`src/hw/rtl/irpdt_pkg.sv`:
```
// ----------------------------------------------------------------------------
// irpdt_pkg
// shared constants, types and helper functions of the ir transmitter
// ----------------------------------------------------------------------------
`default_nettype none

package irpdt_pkg;

    // frame geometry
    localparam int DATA_BITS  = 16;
    localparam int CHECK_BITS = 8;
    localparam int FRAME_BITS = DATA_BITS + CHECK_BITS;
    localparam int TIMER_BITS = 16;
    localparam int BITS_W     = $clog2(FRAME_BITS + 1);
    localparam int WORD_W     = 16;
    localparam int DUR_W      = 16;
    localparam int PAD_W      = DATA_BITS + 2 * CHECK_BITS;

    localparam logic [32:0] TIMER_MAX_W = (33'd1 << TIMER_BITS) - 33'd1;

    // phase codes
    localparam logic [2:0] PH_IDLE       = 3'd0;
    localparam logic [2:0] PH_START_HIGH = 3'd1;
    localparam logic [2:0] PH_START_LOW  = 3'd2;
    localparam logic [2:0] PH_MARK       = 3'd3;
    localparam logic [2:0] PH_SPACE      = 3'd4;

    // register indexes
    localparam logic [2:0] REG_START_HIGH = 3'd0;
    localparam logic [2:0] REG_START_LOW  = 3'd1;
    localparam logic [2:0] REG_ONE_HIGH   = 3'd2;
    localparam logic [2:0] REG_ONE_LOW    = 3'd3;
    localparam logic [2:0] REG_ZERO_HIGH  = 3'd4;
    localparam logic [2:0] REG_ZERO_LOW   = 3'd5;

    // register reset values
    localparam logic [DUR_W-1:0] RST_START_HIGH = 16'd2400;
    localparam logic [DUR_W-1:0] RST_START_LOW  = 16'd800;
    localparam logic [DUR_W-1:0] RST_ONE_HIGH   = 16'd1600;
    localparam logic [DUR_W-1:0] RST_ONE_LOW    = 16'd800;
    localparam logic [DUR_W-1:0] RST_ZERO_HIGH  = 16'd800;
    localparam logic [DUR_W-1:0] RST_ZERO_LOW   = 16'd1600;

    // duration settings handed to the core
    typedef struct packed {
        logic [DUR_W-1:0] start_high;
        logic [DUR_W-1:0] start_low;
        logic [DUR_W-1:0] one_high;
        logic [DUR_W-1:0] one_low;
        logic [DUR_W-1:0] zero_high;
        logic [DUR_W-1:0] zero_low;
    } cfg_t;

    // per-item result flags
    typedef struct packed {
        logic frame_done;
        logic accepted;
        logic busy_res;
        logic ir_level;
    } res_t;

    // zero counts as one, values past the timer range saturate
    function automatic logic [TIMER_BITS-1:0] load_duration(input logic [DUR_W-1:0] v);
        logic [32:0] wide;
        wide = {17'd0, v};
        if (wide == 33'd0)
        begin
            wide = 33'd1;
        end
        if (wide > TIMER_MAX_W)
        begin
            wide = TIMER_MAX_W;
        end
        return wide[TIMER_BITS-1:0];
    endfunction

    // data bits followed by check bits, check bit i = data[i] ^ data[i+CHECK_BITS]
    function automatic logic [FRAME_BITS-1:0] build_frame(input logic [WORD_W-1:0] word);
        logic [DATA_BITS-1:0]  data;
        logic [PAD_W-1:0]      padded;
        logic [CHECK_BITS-1:0] check;
        data   = DATA_BITS'(word);
        padded = PAD_W'(data);
        for (int i = 0; i < CHECK_BITS; i++)
        begin
            check[i] = padded[i] ^ padded[i + CHECK_BITS];
        end
        return {data, check};
    endfunction

endpackage

`default_nettype wire

```
`src/hw/rtl/irpdt_regs.sv`:
```
// ----------------------------------------------------------------------------
// irpdt_regs
// apb register file holding the six tick durations
// ----------------------------------------------------------------------------
`default_nettype none

module irpdt_regs (
    input  wire logic                 clk,
    input  wire logic                 rst_n,
    input  wire logic                 psel,
    input  wire logic                 penable,
    input  wire logic                 pwrite,
    input  wire logic [4:0]           paddr,
    input  wire logic [31:0]          pwdata,
    output logic      [31:0]          prdata,
    output logic                      pready,
    output irpdt_pkg::cfg_t           cfg
);

    irpdt_pkg::cfg_t cfg_reg;
    irpdt_pkg::cfg_t cfg_next;
    logic            wr_en;
    logic [2:0]      reg_idx;

    assign pready  = 1'b1;
    assign wr_en   = psel & penable & pwrite;
    assign reg_idx = paddr[4:2];
    assign cfg     = cfg_reg;

    // write decode
    always_comb
    begin
        cfg_next = cfg_reg;
        if (wr_en)
        begin
            unique case (reg_idx)
                irpdt_pkg::REG_START_HIGH: cfg_next.start_high = pwdata[15:0];
                irpdt_pkg::REG_START_LOW:  cfg_next.start_low  = pwdata[15:0];
                irpdt_pkg::REG_ONE_HIGH:   cfg_next.one_high   = pwdata[15:0];
                irpdt_pkg::REG_ONE_LOW:    cfg_next.one_low    = pwdata[15:0];
                irpdt_pkg::REG_ZERO_HIGH:  cfg_next.zero_high  = pwdata[15:0];
                irpdt_pkg::REG_ZERO_LOW:   cfg_next.zero_low   = pwdata[15:0];
                default:                   cfg_next = cfg_reg;
            endcase
        end
    end

    // register storage
    always_ff @(posedge clk or negedge rst_n)
    begin
        if (!rst_n)
        begin
            cfg_reg.start_high <= irpdt_pkg::RST_START_HIGH;
            cfg_reg.start_low  <= irpdt_pkg::RST_START_LOW;
            cfg_reg.one_high   <= irpdt_pkg::RST_ONE_HIGH;
            cfg_reg.one_low    <= irpdt_pkg::RST_ONE_LOW;
            cfg_reg.zero_high  <= irpdt_pkg::RST_ZERO_HIGH;
            cfg_reg.zero_low   <= irpdt_pkg::RST_ZERO_LOW;
        end
        else
        begin
            cfg_reg <= cfg_next;
        end
    end

    // read mux
    always_comb
    begin
        unique case (reg_idx)
            irpdt_pkg::REG_START_HIGH: prdata = {16'd0, cfg_reg.start_high};
            irpdt_pkg::REG_START_LOW:  prdata = {16'd0, cfg_reg.start_low};
            irpdt_pkg::REG_ONE_HIGH:   prdata = {16'd0, cfg_reg.one_high};
            irpdt_pkg::REG_ONE_LOW:    prdata = {16'd0, cfg_reg.one_low};
            irpdt_pkg::REG_ZERO_HIGH:  prdata = {16'd0, cfg_reg.zero_high};
            irpdt_pkg::REG_ZERO_LOW:   prdata = {16'd0, cfg_reg.zero_low};
            default:                   prdata = 32'd0;
        endcase
    end

endmodule

`default_nettype wire

```
`src/hw/rtl/irpdt_core.sv`:
```
// ----------------------------------------------------------------------------
// irpdt_core
// frame state and tick timer, one request or tick per transfer
// ----------------------------------------------------------------------------
`default_nettype none

module irpdt_core (
    input  wire logic                                clk,
    input  wire logic                                rst_n,
    input  wire logic                                in_fire,
    input  wire logic                                action,
    input  wire logic [irpdt_pkg::WORD_W-1:0]        data_word,
    input  wire irpdt_pkg::cfg_t                     cfg,
    output irpdt_pkg::res_t                          res
);

    localparam int FB = irpdt_pkg::FRAME_BITS;
    localparam int TB = irpdt_pkg::TIMER_BITS;
    localparam int BW = irpdt_pkg::BITS_W;

    logic [2:0]    phase_reg,     phase_next;
    logic [FB-1:0] shift_reg,     shift_next;
    logic [BW-1:0] bits_left_reg, bits_left_next;
    logic [TB-1:0] timer_reg,     timer_next;
    logic [TB-1:0] space_reg,     space_next;

    logic [TB-1:0] timer_dec;
    logic [BW-1:0] bits_dec;
    logic [TB-1:0] one_hi_d, one_lo_d, zero_hi_d, zero_lo_d;
    logic          accepted;
    logic          done;

    // clamped durations
    assign one_hi_d  = irpdt_pkg::load_duration(cfg.one_high);
    assign one_lo_d  = irpdt_pkg::load_duration(cfg.one_low);
    assign zero_hi_d = irpdt_pkg::load_duration(cfg.zero_high);
    assign zero_lo_d = irpdt_pkg::load_duration(cfg.zero_low);
    assign timer_dec = timer_reg - TB'(1);
    assign bits_dec  = bits_left_reg - BW'(1);

    // next state for one item
    always_comb
    begin
        phase_next     = phase_reg;
        shift_next     = shift_reg;
        bits_left_next = bits_left_reg;
        timer_next     = timer_reg;
        space_next     = space_reg;
        accepted       = 1'b0;
        done           = 1'b0;
        if (action)
        begin
            // send request, only taken while idle
            if (phase_reg == irpdt_pkg::PH_IDLE)
            begin
                shift_next     = irpdt_pkg::build_frame(data_word);
                bits_left_next = BW'(FB);
                timer_next     = irpdt_pkg::load_duration(cfg.start_high);
                space_next     = '0;
                phase_next     = irpdt_pkg::PH_START_HIGH;
                accepted       = 1'b1;
            end
        end
        else if (phase_reg != irpdt_pkg::PH_IDLE)
        begin
            // tick while a frame is in progress
            timer_next = timer_dec;
            if (timer_dec == '0)
            begin
                unique case (phase_reg)
                    irpdt_pkg::PH_START_HIGH:
                    begin
                        timer_next = irpdt_pkg::load_duration(cfg.start_low);
                        phase_next = irpdt_pkg::PH_START_LOW;
                    end
                    irpdt_pkg::PH_START_LOW:
                    begin
                        timer_next = shift_reg[FB-1] ? one_hi_d : zero_hi_d;
                        space_next = shift_reg[FB-1] ? one_lo_d : zero_lo_d;
                        phase_next = irpdt_pkg::PH_MARK;
                    end
                    irpdt_pkg::PH_MARK:
                    begin
                        timer_next = space_reg;
                        phase_next = irpdt_pkg::PH_SPACE;
                    end
                    irpdt_pkg::PH_SPACE:
                    begin
                        bits_left_next = bits_dec;
                        if (bits_dec == '0)
                        begin
                            phase_next = irpdt_pkg::PH_IDLE;
                            done       = 1'b1;
                        end
                        else
                        begin
                            // next bit moves up to the msb
                            shift_next = shift_reg << 1;
                            timer_next = shift_reg[FB-2] ? one_hi_d : zero_hi_d;
                            space_next = shift_reg[FB-2] ? one_lo_d : zero_lo_d;
                            phase_next = irpdt_pkg::PH_MARK;
                        end
                    end
                    default:
                    begin
                        phase_next = irpdt_pkg::PH_IDLE;
                    end
                endcase
            end
        end
    end

    // result flags from the updated phase
    always_comb
    begin
        res.ir_level   = (phase_next == irpdt_pkg::PH_START_HIGH) ||
                         (phase_next == irpdt_pkg::PH_MARK);
        res.busy_res   = (phase_next != irpdt_pkg::PH_IDLE);
        res.accepted   = accepted;
        res.frame_done = done;
    end

    // state registers, advanced on each input transfer
    always_ff @(posedge clk or negedge rst_n)
    begin
        if (!rst_n)
        begin
            phase_reg     <= irpdt_pkg::PH_IDLE;
            shift_reg     <= '0;
            bits_left_reg <= '0;
            timer_reg     <= '0;
            space_reg     <= '0;
        end
        else if (in_fire)
        begin
            phase_reg     <= phase_next;
            shift_reg     <= shift_next;
            bits_left_reg <= bits_left_next;
            timer_reg     <= timer_next;
            space_reg     <= space_next;
        end
    end

endmodule

`default_nettype wire

```
`src/hw/rtl/ir_pulse_distance_transmitter.sv`:
```
// ----------------------------------------------------------------------------
// ir_pulse_distance_transmitter
// the result of each input transfer is registered in the output register
// throughput: one item per cycle unless the output stalls, set by the single state update in the core
// the output register holds a result while the input side keeps taking items
// as long as the result is consumed in the same cycle
// reset: asynchronous active low, idle line, durations at their defaults
// ----------------------------------------------------------------------------
`default_nettype none

module ir_pulse_distance_transmitter (
    input  wire logic        clk,
    input  wire logic        rst_n,
    // apb configuration
    input  wire logic        psel,
    input  wire logic        penable,
    input  wire logic        pwrite,
    input  wire logic [4:0]  paddr,
    input  wire logic [31:0] pwdata,
    output logic      [31:0] prdata,
    output logic             pready,
    // input stream
    input  wire logic        s_axis_tvalid,
    output logic             s_axis_tready,
    input  wire logic [15:0] s_axis_tdata,   // [15:0] data_word
    input  wire logic        s_axis_tuser,   // [0] action
    // result stream
    output logic             m_axis_tvalid,
    input  wire logic        m_axis_tready,
    output logic      [7:0]  m_axis_tdata    // [0] ir_level, [1] busy_res,
                                             // [2] accepted, [3] frame_done
);

    irpdt_pkg::cfg_t cfg;
    irpdt_pkg::res_t res;
    irpdt_pkg::res_t res_reg;
    logic            out_valid_reg;
    logic            out_valid_next;
    logic            in_fire;

    // take a new item whenever the output slot frees up this cycle
    assign s_axis_tready  = !out_valid_reg || m_axis_tready;
    assign in_fire        = s_axis_tvalid && s_axis_tready;
    assign out_valid_next = in_fire || (out_valid_reg && !m_axis_tready);

    irpdt_regs u_regs (
        .clk     (clk),
        .rst_n   (rst_n),
        .psel    (psel),
        .penable (penable),
        .pwrite  (pwrite),
        .paddr   (paddr),
        .pwdata  (pwdata),
        .prdata  (prdata),
        .pready  (pready),
        .cfg     (cfg)
    );

    irpdt_core u_core (
        .clk       (clk),
        .rst_n     (rst_n),
        .in_fire   (in_fire),
        .action    (s_axis_tuser),
        .data_word (s_axis_tdata),
        .cfg       (cfg),
        .res       (res)
    );

    // output valid
    always_ff @(posedge clk or negedge rst_n)
    begin
        if (!rst_n)
        begin
            out_valid_reg <= 1'b0;
        end
        else
        begin
            out_valid_reg <= out_valid_next;
        end
    end

    // output payload
    always_ff @(posedge clk)
    begin
        if (in_fire)
        begin
            res_reg <= res;
        end
    end

    assign m_axis_tvalid = out_valid_reg;
    assign m_axis_tdata  = {4'd0, res_reg.frame_done, res_reg.accepted,
                            res_reg.busy_res, res_reg.ir_level};

endmodule

`default_nettype wire

```
`config.mk`:
```
export PLATFORM = sky130hd
export DESIGN_NAME = ir_pulse_distance_transmitter
export DESIGN_NICKNAME = d
export VERILOG_FILES = /design/src/hw/rtl/irpdt_pkg.sv /design/src/hw/rtl/irpdt_regs.sv /design/src/hw/rtl/irpdt_core.sv /design/src/hw/rtl/ir_pulse_distance_transmitter.sv
export SDC_FILE = /design/constraint.sdc
export NUM_CORES = 1
export LEC_CHECK = 0
export BUFFER_PORTS_ARGS = -buffer_cell sky130_fd_sc_hd__buf_2
export CORE_ASPECT_RATIO = 2
export CORE_MARGIN = 1.5
export CORE_UTILIZATION = 59
export CTS_BUF_LIST = sky130_fd_sc_hd__clkbuf_4 sky130_fd_sc_hd__clkbuf_8 sky130_fd_sc_hd__clkbuf_16
export DETAILED_ROUTE_END_ITERATION = 12
export GPL_ROUTABILITY_DRIVEN = 1
export GPL_TIMING_DRIVEN = 0
export PLACE_DENSITY = 0.76
export SYNTH_ARGS = -nofsm -noshare
export SYNTH_HDL_FRONTEND = slang
export SYNTH_SLANG_ARGS = --single-unit
export TNS_END_PERCENT = 100
```
`constraint.sdc`:
```
create_clock -name clk -period 3.5 [get_ports clk]
set_input_delay 0.35 -clock clk [delete_from_list [all_inputs] [get_ports clk]]
set_output_delay 0.35 -clock clk [all_outputs]
set_load 0.03 [all_outputs]
```
# ---- Word level (Yosys, flattened, before mapping)
# Index checks and enable logic that the tools add are counted.
dict set report totals {
  latch_bits 0
  ff_bits 165
  in_bits 61
  ram_bits 0
  wordCells 139
  rom_bits 0
  output_inout_bits 43
  n_memories 0
}
dict set report classes {
  order_cmp 6
  bitwise 13
  reduce_logical 34
  n_div 0
  n_mux 54
  mul 0
  addsub 2
  eq_ne 14
  shift 0
}
# operator count
set op_table {}
lappend op_table {{$mux 16} 26}
lappend op_table {{$mux 33} 6}
lappend op_table {{$mux 24} 6}
lappend op_table {{$logic_not 16->1} 7}
lappend op_table {{$pmux 16 s6} 1}
lappend op_table {{$gt 33x16->1 const B} 2}
lappend op_table {{$gt 16x16->1 const B} 4}
lappend op_table {{$pmux 16 s4} 1}
lappend op_table {{$pmux 16 s2} 1}
lappend op_table {{$mux 5} 5}
lappend op_table {{$sub 16x1->16 const B} 1}
lappend op_table {{$eq 3x2->1 const B} 5}
lappend op_table {{$mux 3} 4}
lappend op_table {{$pmux 3 s4} 1}
lappend op_table {{$reduce_and 2->1} 6}
lappend op_table {{$reduce_and 6->1} 2}
lappend op_table {{$eq 3x1->1 const B} 3}
lappend op_table {{$eq 3x3->1 const B} 3}
lappend op_table {{$reduce_bool 3->1} 3}
lappend op_table {{$xor 1x1->1} 8}
lappend op_table {{$logic_not 3->1} 2}
lappend op_table {{$reduce_bool 2->1} 3}
lappend op_table {{$logic_not 5->1} 1}
lappend op_table {{$reduce_and 5->1} 1}
lappend op_table {{13 further kinds} 21}

# ---- Logic depth before layout (Yosys ltp)
dict set report logic_depth {
  ltp_word 12
  mapped_depth 14
  depth_no_buf 9
}

# ---- Hierarchy
# A second synthesis with hierarchy kept.
dict set report unflattened {
  hier_cells 883
  area_unflattened_um2 9790.6
}
# mod area_per_inst_um2 cells_each seq_area_each_um2 n_inst
set modules_own_cells {}
lappend modules_own_cells {irpdt_core 4913.5 535 1601.5 1}
lappend modules_own_cells {irpdt_regs 4669.5 335 2426.1 1}
lappend modules_own_cells {ir_pulse_distance_transmitter 207.7 13 145.1 1}

# ---- Worst setup path before layout
# OpenSTA, ideal clock, no wires.
dict set report synth_timing {
  path_type {input -> register}
  startpoint {in s_axis_tuser}
  endpoint {reg u_core.shift_reg[0]}
  arrival_time_ps 2910
  n_path_buf 7
  slack_ps 494
  required_time_ps 3405
  setup_ps 95
  stages 14
  cell_sequence {clkbuf_1 -> inv_1 -> clkbuf_1 -> clkbuf_1 -> clkbuf_1 -> ha_1 -> and3_1 -> clkbuf_1 -> nand2_1 -> a21boi_1 -> buf_2 -> buf_2 -> nand2_1 -> o31ai_1}
}
dict set report synth_via {
  elab_chain_len 2
  word_cells_on_any_way 7
  cone_classes {eq/ne (2); mux (1); reduce/logical (4)}
}
# element line_no
set synth_lines {}
lappend synth_lines {{start, declared} ir_pulse_distance_transmitter.sv:26} ;# input wire logic s_axis_tuser,
lappend synth_lines {{$ne 2x2->1 (no source line), or another cell as far along} --}
lappend synth_lines {{$reduce_and 6->1 (no source line)} --}
lappend synth_lines {{end signal, assigned} irpdt_core.sv:137} ;# shift_reg <= shift_next;
lappend synth_lines {{end, declared} irpdt_core.sv:22} ;# logic [FB-1:0] shift_reg, shift_next;
# Parallel ways exist; a longest one is shown, timed or not.
# A chain may end at the register's enable or synchronous reset.

# ---- Worst setup path in the final report
dict set report layout_timing {
  startpoint {reg u_core.timer_reg[7]}
  endpoint {reg u_core.timer_reg[7]}
}
dict set report layout_via {
  elab_chain_len 6
  word_cells_on_any_way 7
  cone_classes {add/sub (1); mux (5); reduce/logical (1)}
}
# element line_no
set layout_lines {}
lappend layout_lines {{start, declared} irpdt_core.sv:24} ;# logic [TB-1:0] timer_reg, timer_next;
lappend layout_lines {{start signal, assigned} irpdt_core.sv:139} ;# timer_reg <= timer_next;
lappend layout_lines {{$sub 16x1->16 *} irpdt_core.sv:38} ;# assign timer_dec = timer_reg - TB'(1);
lappend layout_lines {{$mux 16} irpdt_core.sv:90} ;# if (bits_dec == '0)
lappend layout_lines {{$pmux 16 s4} irpdt_core.sv:70} ;# unique case (phase_reg)
lappend layout_lines {{$mux 16 *} irpdt_core.sv:68} ;# if (timer_dec == '0)
lappend layout_lines {{$mux 16 *} irpdt_core.sv:64} ;# else if (phase_reg != irpdt_pkg::PH_IDLE)
lappend layout_lines {{$mux 16 *} irpdt_core.sv:51} ;# if (action)
# Every way passes the cells marked *; elsewhere a longest branch is shown, timed or not. The select of a mux whose other input is x is not followed.

==> summary.md <==
| Metric | Value |
|---|---|
| CP Class | flip-flop to flip-flop |
| Post-DP HPWL | 20200 µm |
| Simple-Gate Fraction of Synth Area | 12.4% |
| Share of layout cells above drive strength 1 | 28.6% |
| Synthesized area | 9020 µm² |
| Worst r2r path cells | 10 |
| Worst-path fanout max | 10 |
| Xor/xnor cell area share of the yosys netlist | 1.36% |
| Initial DRC count | 566 |
| Drc violations | 0 |
| P_leak | 0.00455 µW |
| Vias in the first global route | 7807 |
| Outcome | finished, final reports clean |
| Slew @ Worst Pin | 1320 ps |
| CTS tree | done |
| Compound-Gate Fraction of Synth Area | 17.7% |
| Vert. Die Dim | 178 µm |
| Sequential-to-total area share from yosys stat | 46.2% |
| Final global-route overflow total | 0 |
| Clock root cell | clkbuf_16 |
| Max cap viols | 0 |
| Worst-path clk slew | 60 ps |
| Worst Hold Class | primary input to flip-flop |
| Fin. Hold Viols | 0 |
| Core area | 14900 µm² |
| Initial antenna violation count | 0 |
| CP arrival | 3760 ps |
| Buffers on Ports | 61 |
| Die Area | 16100 µm² |
| CTS buffer count | 17 |
| Final Hold Slack | 130 ps |
| Largest net degree at the start of global routing | 115 |
| Clk Latency, worst-skew pair | 440 ps |
| Max Freq | 294 MHz |
| Pwr/cell area | 588 nW/µm² |
| Post-synth ARST share | 97.6% |
| Avg Cell Area, Syn | 10.7 µm² |
| Unique masters post-synth | 68 |
| Synthesis Warnings | 0 |
| Max Root-Sink Buffers | 2 |
| Post-synth EDFFs | 4 |
| Multi-input logic area | 4470 µm² |
| Final ANT Viol Nets | 0 |
| Max reg flops | 96 |
| WL final | 26800 µm |
| First-pass GRT wire length | 42500 µm |
| Syn-to-layout area delta | 14.7% |
| Row count | 63 |
| Total power | 6080 µW |
| VDD IR max | 484 µV |
| Synth Instances | 841 |
| Fill count | 1161 |
| Via count | 7524 |
| Hold Crit Depth | 2 |
| Die X | 90.4 µm |
| Drt via density | 6.54 |
| # diodes | 0 |
| Slew headroom | 11.7% |
| Final net count | 1009 |
| Slew Viols, Final | 0 |
| Tmin final | 3400 ps |
| Setup TNS | 0 ps |
| Largest area contributor in the netlist | dfrtp_1 |
| Final GP Congestion | 1.02 |
| Register area | 4170 µm² |
| Area contributors post-synth | dfrtp_1 39%, mux2_2 12%, dfstp_2 5.5% |
| Num ports | 104 |
| Worst EP required | 3860 ps |
| Main combinational cell family by area after synthesis | compound AO/OA/AOI/OAI gates |
| Yosys top cell area share | 39.4% |
| Initial Utilization | 60.6% |
| Post-synthesis mux area share | 16.3% |
| Post-layout util | 69.5% |
| Crit path launch type | flip-flop |
| Sink Count | 165 |
| CP max stage delay | 520 ps |
| DR WL/cell | 23.3 µm |
| Synth Flop Type | dfrtp_1 |
| CP Capture Type | flip-flop |
| DR pass1 iterations | 5 |
| Crit-path cells | buf_2, or4_4, buf_6, nor4_4, mux2_2, a2111oi_4, buf_4, buf_2, a21oi_1, a21oi_1 |
| Synth Area in Adders | 0.693% |
| H-tree levels | 4 |
| Final Skew | 9.24 ps |
| Crit share post-route | 97.0% |
| Finish-stage setup viols | 0 |
| Slowest CP cell | or4_4 |
| Yosys reg bits | 165 |
| Total GRT Usage | 35.0% |
==> cells in the mapped netlist (all sizes together), types with 5 or more instances <==
cell type / number
a21oi: 34
a221o: 16
a22o: 17
a22oi: 49
a31oi: 12
and3: 5
buf: 36
clkbuf: 40
dfrtp: 142
dfstp: 19
ha: 5
inv: 16
mux2: 98
mux2i: 37
nand2: 50
nand2b: 7
nand3: 34
nor2: 34
nor3: 14
nor3b: 5
nor4: 25
o21ai: 43
o22ai: 9
o2bb2ai: 15
or3: 12
or4: 7
xnor2: 11
==> where the power goes <==
part / internal, µW / total, µW / switching [µW]
Combinational: 614 / 1440 / 824
Sequential: 2270 / 2650 / 385
Clock: 1210 / 1990 / 784
Total: 4090 / 6080 / 1990
==> critical path: cells and delay by family (launching register included) <==
family,cells,cell delay [ps]
DFF,1,370
AOI/OAI and AO/OA,3,650
muxes,1,470
and+or+nand+nor,2,1020
buffers and inverters,4,790
==> final cells by class <==
cell class | instances | area share (%)
multi-input cells | 603 | 43.2
flip-flops and latches | 165 | 40.3
clock buffers | 19 | 4.26
plain buffers | 74 | 3.92
repair buffers | 66 | 3.63
well taps | 195 | 2.36
clock inverters | 13 | 1.74
inverters | 16 | 0.580
==> worst paths after layout <==
path                                            from                       to  slack [ps]
worst max register to register   u_core.timer_reg[7]      u_core.timer_reg[7]         100
worst max-delay path             u_core.timer_reg[7]      u_core.timer_reg[7]         100
min in group asynchronous                      rst_n  u_core.bits_left_reg[3]         400
worst min-delay path                   s_axis_tvalid            m_axis_tvalid         130
worst min register to register  u_core.shift_reg[17]     u_core.shift_reg[17]         490
max in group asynchronous                      rst_n           u_regs.cfg[28]        2180
==> placed cells by master, fill, tap and decap left out, types with 15 or more instances in the layout <==
cell / Yosys / layout
mux2i_1: 37 / 37
clkbuf_1: 40 / 35
buf_4: 22 / 25
nor4_1: 23 / 22
dfstp_2: 19 / 19
nor2_1: 34 / 34
inv_1: 16 / 16
dfrtp_1: 142 / 142
a21oi_1: 34 / 33
nand3_1: 34 / 34
a22o_1: 17 / 17
conb_1: 2 / 21
o21ai_1: 26 / 26
a22oi_1: 49 / 49
o21ai_0: 15 / 15
nand2_1: 49 / 48
clkbuf_16: 0 / 17
mux2_2: 97 / 97
buf_2: 9 / 69
o2bb2ai_1: 15 / 15
a221o_1: 16 / 16
==> cell families (layout without fill, tap and decap cells) <==
family	after synthesis	in the layout
AOI/OAI and AO/OA	221	221
xor gates and xnor gates	14	14
adders and majority gates	5	5
buffers and inverters	92	188
DFF	165	165
muxes	135	135
other	2	21
and+or+nand+nor	207	207
==> stage by stage <==
stage / std cells / setup slack [ps] / instance area [µm²]
after global placement: 1116 / -1080 / 9640
after global routing: 1151 / -9.37 / 10300
final: 1151 / 103 / 10300
after CTS: 1150 / 39.8 / 10300
after detailed placement: 1118 / -1100 / 9690
after floorplan: 860 / 494 / 9090
==> per-layer routing <==
| layer | track usage [%] | share of wire [%] | routed length (µm) |
|---|---|---|---|
| met2 | 63.0 | 52 | 14100 |
| met5 | 0 | 0 | 0 |
| met3 | 5.61 | 5.1 | 1370 |
| met4 | 28.7 | 8.8 | 2350 |
| met1 | 35.3 | 34 | 9040 |
==> repair_timing <==
| action | in CTS | in global routing |
|---|---|---|
| endpoints found under the hold margin | 42 | 0 |
| pin swaps | 0 | 1 |
| cloned | 0 | 0 |
| setup endpoints to repair | 50 | 43 |
| setup buffers | 0 | 2 |
| hold buffers | 1 | 0 |
| gates resized for setup | 2 | 5 |
Note: power is estimated with default switching activity, not from simulation.
